<file path="src/rtl/xcfd_pkg.sv">
// shared types and constants for the xor checksum frame decoder
`default_nettype none
package xcfd_pkg;

   localparam logic [7:0]  SOF_BYTE         = 8'hFE;
   localparam logic [15:0] MAX_LENGTH_RESET = 16'd128;

   localparam logic [1:0] KIND_DATA     = 2'd0;
   localparam logic [1:0] KIND_GOOD     = 2'd1;
   localparam logic [1:0] KIND_BAD      = 2'd2;
   localparam logic [1:0] KIND_TOO_LONG = 2'd3;

   typedef struct packed {
      logic        valid;
      logic [1:0]  result_kind;
      logic [7:0]  data_byte;
      logic [15:0] byte_index;
      logic [15:0] function_code;
      logic [15:0] payload_length;
   } result_type;

endpackage
`default_nettype wire

</file>
<file path="src/rtl/xcfd_parser.sv">
// frame phase tracker, running xor and result generation
`default_nettype none
module xcfd_parser import xcfd_pkg::*; (
   input  wire logic        clock,
   input  wire logic        reset,
   input  wire logic        accept,
   input  wire logic [7:0]  rx_byte,
   input  wire logic [15:0] max_length,
   output result_type       res
);

   localparam logic [2:0] PH_HUNT    = 3'd0;
   localparam logic [2:0] PH_FUNC_HI = 3'd1;
   localparam logic [2:0] PH_FUNC_LO = 3'd2;
   localparam logic [2:0] PH_LEN_HI  = 3'd3;
   localparam logic [2:0] PH_LEN_LO  = 3'd4;
   localparam logic [2:0] PH_PAYLOAD = 3'd5;
   localparam logic [2:0] PH_CHECK   = 3'd6;

   logic [2:0]  phase_ff, phase_in;
   logic [15:0] function_ff, function_in;
   logic [15:0] length_ff, length_in;
   logic [15:0] count_ff, count_in;
   logic [7:0]  xor_ff, xor_in;
   logic [15:0] count_next;

   assign count_next = count_ff + 16'd1;

   always_comb begin
      phase_in    = phase_ff;
      function_in = function_ff;
      length_in   = length_ff;
      count_in    = count_ff;
      xor_in      = xor_ff;
      res         = '0;
      unique case (phase_ff)
         PH_HUNT: begin
            if (rx_byte == SOF_BYTE) begin
               xor_in   = SOF_BYTE;
               phase_in = PH_FUNC_HI;
            end
         end
         PH_FUNC_HI: begin
            function_in = {rx_byte, 8'd0};
            xor_in      = xor_ff ^ rx_byte;
            phase_in    = PH_FUNC_LO;
         end
         PH_FUNC_LO: begin
            function_in = {function_ff[15:8], rx_byte};
            xor_in      = xor_ff ^ rx_byte;
            phase_in    = PH_LEN_HI;
         end
         PH_LEN_HI: begin
            length_in = {rx_byte, 8'd0};
            phase_in  = PH_LEN_LO;
         end
         PH_LEN_LO: begin
            length_in = {length_ff[15:8], rx_byte};
            xor_in    = xor_ff ^ rx_byte;
            count_in  = '0;
            if (length_in > max_length) begin
               phase_in        = PH_HUNT;
               res.valid       = 1'b1;
               res.result_kind = KIND_TOO_LONG;
            end else if (length_in == 16'd0) begin
               phase_in = PH_CHECK;
            end else begin
               phase_in = PH_PAYLOAD;
            end
         end
         PH_PAYLOAD: begin
            xor_in          = xor_ff ^ rx_byte;
            count_in        = count_next;
            if (count_next >= length_ff) begin
               phase_in = PH_CHECK;
            end
            res.valid       = 1'b1;
            res.result_kind = KIND_DATA;
            res.data_byte   = rx_byte;
            res.byte_index  = count_ff;
         end
         PH_CHECK: begin
            phase_in        = PH_HUNT;
            res.valid       = 1'b1;
            res.result_kind = (rx_byte == xor_ff) ? KIND_GOOD : KIND_BAD;
            res.data_byte   = rx_byte;
         end
         default: begin
            phase_in = PH_HUNT;
         end
      endcase
      res.function_code  = function_in;
      res.payload_length = length_in;
   end

   always_ff @(posedge clock) begin
      if (reset) begin
         phase_ff    <= PH_HUNT;
         function_ff <= '0;
         length_ff   <= '0;
         count_ff    <= '0;
         xor_ff      <= '0;
      end else if (accept) begin
         phase_ff    <= phase_in;
         function_ff <= function_in;
         length_ff   <= length_in;
         count_ff    <= count_in;
         xor_ff      <= xor_in;
      end
   end

endmodule
`default_nettype wire

</file>
<file path="src/rtl/xcfd_out_reg.sv">
// result register with valid and ready towards the consumer
`default_nettype none
module xcfd_out_reg import xcfd_pkg::*; (
   input  wire logic        clock,
   input  wire logic        reset,
   input  wire logic        load,
   input  wire result_type  res,
   output logic             in_ready,
   output logic             out_valid,
   input  wire logic        out_ready,
   output result_type       out_res
);

   logic       valid_ff;
   result_type res_ff;

   assign in_ready  = !valid_ff || out_ready;
   assign out_valid = valid_ff;

   always_comb begin
      out_res       = res_ff;
      out_res.valid = valid_ff;
   end

   always_ff @(posedge clock) begin
      if (reset) begin
         valid_ff <= 1'b0;
      end else if (load && res.valid) begin
         valid_ff <= 1'b1;
      end else if (out_ready) begin
         valid_ff <= 1'b0;
      end
   end

   always_ff @(posedge clock) begin
      if (load && res.valid) begin
         res_ff <= res;
      end
   end

endmodule
`default_nettype wire

</file>
<file path="src/rtl/xor_checksum_frame_decoder.sv">
// top level of the xor checksum frame decoder
// a word that causes a result is registered and shows it on rsp_ in the cycle after acceptance
// throughput: one word per cycle; req_ready drops only while a result waits on rsp_ready
// words dropped while hunting give no result; header words give none, but for a too long length
// reset: synchronous, active high; hunting for the start byte, max_length back to 128
`default_nettype none
module xor_checksum_frame_decoder import xcfd_pkg::*; (
   input  wire logic        clock,
   input  wire logic        reset,
   input  wire logic        req_valid,
   output logic             req_ready,
   input  wire logic [7:0]  req_rx_byte,
   output logic             rsp_valid,
   input  wire logic        rsp_ready,
   output logic [1:0]       rsp_result_kind,
   output logic [7:0]       rsp_data_byte,
   output logic [15:0]      rsp_byte_index,
   output logic [15:0]      rsp_function_code,
   output logic [15:0]      rsp_payload_length,
   input  wire logic        csr_valid,
   output logic             csr_ready,
   input  wire logic [15:0] csr_max_length
);

   logic [15:0] max_length_ff;
   logic        accept;
   result_type  res;
   result_type  out_res;

   assign csr_ready = 1'b1;
   assign accept    = req_valid && req_ready;

   always_ff @(posedge clock) begin
      if (reset) begin
         max_length_ff <= MAX_LENGTH_RESET;
      end else if (csr_valid && csr_ready) begin
         max_length_ff <= csr_max_length;
      end
   end

   xcfd_parser u_parser (
      .clock      (clock),
      .reset      (reset),
      .accept     (accept),
      .rx_byte    (req_rx_byte),
      .max_length (max_length_ff),
      .res        (res)
   );

   xcfd_out_reg u_out_reg (
      .clock     (clock),
      .reset     (reset),
      .load      (accept),
      .res       (res),
      .in_ready  (req_ready),
      .out_valid (rsp_valid),
      .out_ready (rsp_ready),
      .out_res   (out_res)
   );

   assign rsp_result_kind    = out_res.result_kind;
   assign rsp_data_byte      = out_res.data_byte;
   assign rsp_byte_index     = out_res.byte_index;
   assign rsp_function_code  = out_res.function_code;
   assign rsp_payload_length = out_res.payload_length;

endmodule
`default_nettype wire
</file>
<file path="config.mk">
export PLATFORM = sky130hd
export DESIGN_NAME = xor_checksum_frame_decoder
export DESIGN_NICKNAME = d
export VERILOG_FILES = /design/src/rtl/xcfd_pkg.sv /design/src/rtl/xcfd_parser.sv /design/src/rtl/xcfd_out_reg.sv /design/src/rtl/xor_checksum_frame_decoder.sv
export SDC_FILE = /design/constraint.sdc
export NUM_CORES = 1
export LEC_CHECK = 0
export ABC_AREA = 1
export ABC_CLOCK_PERIOD_IN_PS = 7980
export BUFFER_PORTS_ARGS = -buffer_cell sky130_fd_sc_hd__buf_2
export CORE_MARGIN = 2
export CORE_UTILIZATION = 30
export DETAILED_ROUTE_END_ITERATION = 12
export PLACE_DENSITY = 0.46
export REMOVE_ABC_BUFFERS = 1
export SYNTH_ARGS = -nofsm -noshare
export SYNTH_HDL_FRONTEND = slang
export SYNTH_SLANG_ARGS = --single-unit
export TNS_END_PERCENT = 5
</file>
<file path="constraint.sdc">
create_clock -name clock -period 7.98 [get_ports clock]
set_clock_uncertainty 0.2 [all_clocks]
set_input_delay 0.399 -clock clock [delete_from_list [all_inputs] [get_ports clock]]
set_output_delay 0.399 -clock clock [all_outputs]
set_load 0.02 [all_outputs]
</file>
==> metrics <==
I/O pins 90; fillers 2229; Setup CP Type reg2reg; setup TNS 0 ps; pwr/cell area about 210 mW/mm^2; Max IR drop VDD roughly 0.13 mV; Initial DRC Count approximately 290; Netlist cell types 39; Final Critical Period 3210 ps; top-area cell type share of the netlist area a little over a quarter; worst skew pair latency around 430 ps; total track usage between 10 and 15%; Avg Inst Size Synth between 8 and 9 sq um; overall die height around 150 um; CP Cell Sequence inv_1 > ha_1 > nand2_1 > nor3_1 > nand2_1 > nand2_1 > nand2_1 > nor2_1 > o21bai_1 > inv_2 > buf_4; Hold Vio Cnt, Final 0; Antenna Nets Post-Route 0; Core Rows 53; top_reg_cell synth dfxtp_1; Syn Std Cell Area around 0.0065 sq mm; Worst EP required 7840 ps; Max Clk Rate 0.312 GHz; multi-input logic area ~0.0025 sq mm; period utilisation layout about two fifths; largest net degree at the start of global routing just under 70; H-Tree Depth 4; largest fanout on the critical path 37; switching power 0.377 mW; Critical-path top delay cell buf_4; Synth area leader edfxtp_1; layout overhead on the synthesized area 20.1%; gpl congestion 0.849; top post-synthesis cells by area edfxtp_1, dfxtp_1, inv_1; sequential share of power around 45%; RSZ-0062 raised after global routing no; worst slew pin tran around 750 ps; Ys Warns 0; share of layout cells above drive strength 1 between 10% and 20%; Worst setup SP type flip-flop; GRT Residual Overflow 0; CTS Buffer Depth 2; first-pass GRT wire length 25.7 mm; die extent in x approximately 150 um; clock sinks about 130; CTS Buf Count 17; Detailed Routing Iterations Pass 1 4; post-synthesis register bit count around 130; # DRC 0; Mapped Cells approximately 750; hpwl dp roughly 11 mm; core area roughly 0.021 sq mm; top-count cell post-synth inv_1; CTS tree done; Clk pwr share about half; register area 0.00326 sq mm; Int Pwr about 1.3 mW; vias in the first global route 4620; max incr delay on CP ~540 ps; routed len/inst approximately 15 um; sequential share of the synthesized area roughly half; Post-synth EDFFs between 50 and 60; Worst Path Arrival a little over 3000 ps; ANT cells 0; Slew headroom about half; Switching Fraction 22.9%; DR vias 5058; share of synthesized flip-flops with an asynchronous set or reset 0%; CP endpoint kind flip-flop; initial antenna violation count 0; final count of pins violating max slew 0; Comb power frac around 7%; cts repair resizes 0; Clk Tree Root Cell clkbuf_16; top post-synthesis cells by count inv_1, nand2_1, a21oi_1, dfxtp_1, edfxtp_1; Hold Crit Class in2reg; Pleak ~3.4 nW; Final setup viols 0; die footprint around 0.023 sq mm; clock-pin slew on the worst setup and hold paths ~60 ps; CP dominant cell by count nand2_1; vias per std cell 4.50; IO Port Bufs ~90; R2R Setup Slk 4770 ps; status completed; share of the core filled with cells between 30% and 40%; layout net count approximately 900; max-cap check violation count 0; DRT Wirelength roughly 16 mm; Initial Util 30.6%
==> cell families after synthesis <==
kind of cell               after synthesis  synth area share (%)
and+or+nand+nor                        218                  15.2
other                                    1                0.0581
AOI/OAI and AO/OA                      179                  14.7
adders and majority gates               33                  6.40
buffers and inverters                  166                  10.3
DFF                                    134                  50.6
xor gates and xnor gates                20                  2.83
==> per-layer routing <==
layer / wire, um / vias to the layer above / track usage, %
met5: 0 / - / 0
met4: 194 / 0 / 4.81
met3: 745 / 11 / 3.21
met2: 7190 / 117 / 22.7
met1: 8190 / 2288 / 21.2
li1: - / 2642 / -
==> critical path: cells and delay by family (launching register included) <==
family / cells / cell delay [ps]
compound gates: 1 / 110
fa+ha+maj: 1 / 290
simple gates: 6 / 870
flops: 1 / 300
buf+inv: 3 / 1040
==> placed cells by master (no fill, tap or decap), types with 17 or more instances in the layout <==
cell,count
nor2_1,51
ha_1,33
o21ai_0,53
a21oi_1,77
o22ai_1,17
dfxtp_1,76
o21ai_1,22
clkbuf_16,18
nand2_1,110
inv_1,125
xor2_1,19
buf_2,88
edfxtp_1,58
==> power groups by stage <==
stage	sequential, mW	clock [mW]	combinational (mW)
final	0.735	0.798	0.112
after global routing	0.736	0.848	0.130
after floorplan	0.748	0	0.0716
after CTS	0.735	0.813	0.113
after global placement	0.750	0	0.111
after detailed placement	0.750	0	0.111
==> through the flow <==
stage          worst slack (ps)  instance area, sq um  power [mW]  hold WS, ps  std cells
3_3_place_gp               4680                  7130       0.860          256       1090
5_1_grt                    4370                  7750        1.71         37.5       1124
3_5_place_dp               4650                  7130       0.861          259       1090
4_1_cts                    4740                  7750        1.66         17.0       1124
2_1_floorplan              4240                  6320       0.819          235        724
6_report                   4770                  7750        1.65         32.5       1124
==> worst paths after layout <==
| kind | start | to | cells after the start |
|---|---|---|---|
| max reg2reg | max_length_ff[15] | u_out_reg.out_res[41] | 11 |
| min | csr_valid | max_length_ff[7] | 2 |
| min reg2reg | u_parser.count_ff[14] | u_parser.count_ff[14] | 2 |
| max | max_length_ff[15] | u_out_reg.out_res[41] | 11 |
==> final cells by class <==
cell class	count	share of cell area (%)
clock buffer	24	6.49
clock inverter	8	1.24
inverter	139	6.83
multi-input combinational	451	32.6
sequential	134	42.1
tap	275	4.44
timing repair buffer	93	6.23
==> state kept, by name (all words and copies together) (netlist names) <==
name,flops
u_out_reg.out_res,58
max_length_ff,16
u_parser.count_ff,16
u_parser.function_ff,16
u_parser.length_ff,16
u_parser.xor_ff,8
u_parser.phase_ff,3
u_out_reg.out_valid,1
==> what timing repair did <==
item                      4_1_cts  5_1_grt
buffers inserted                0        0
hold buffers                    2        0
hold endpoints to repair        2        0
Note: power is estimated with default switching activity, not from simulation.
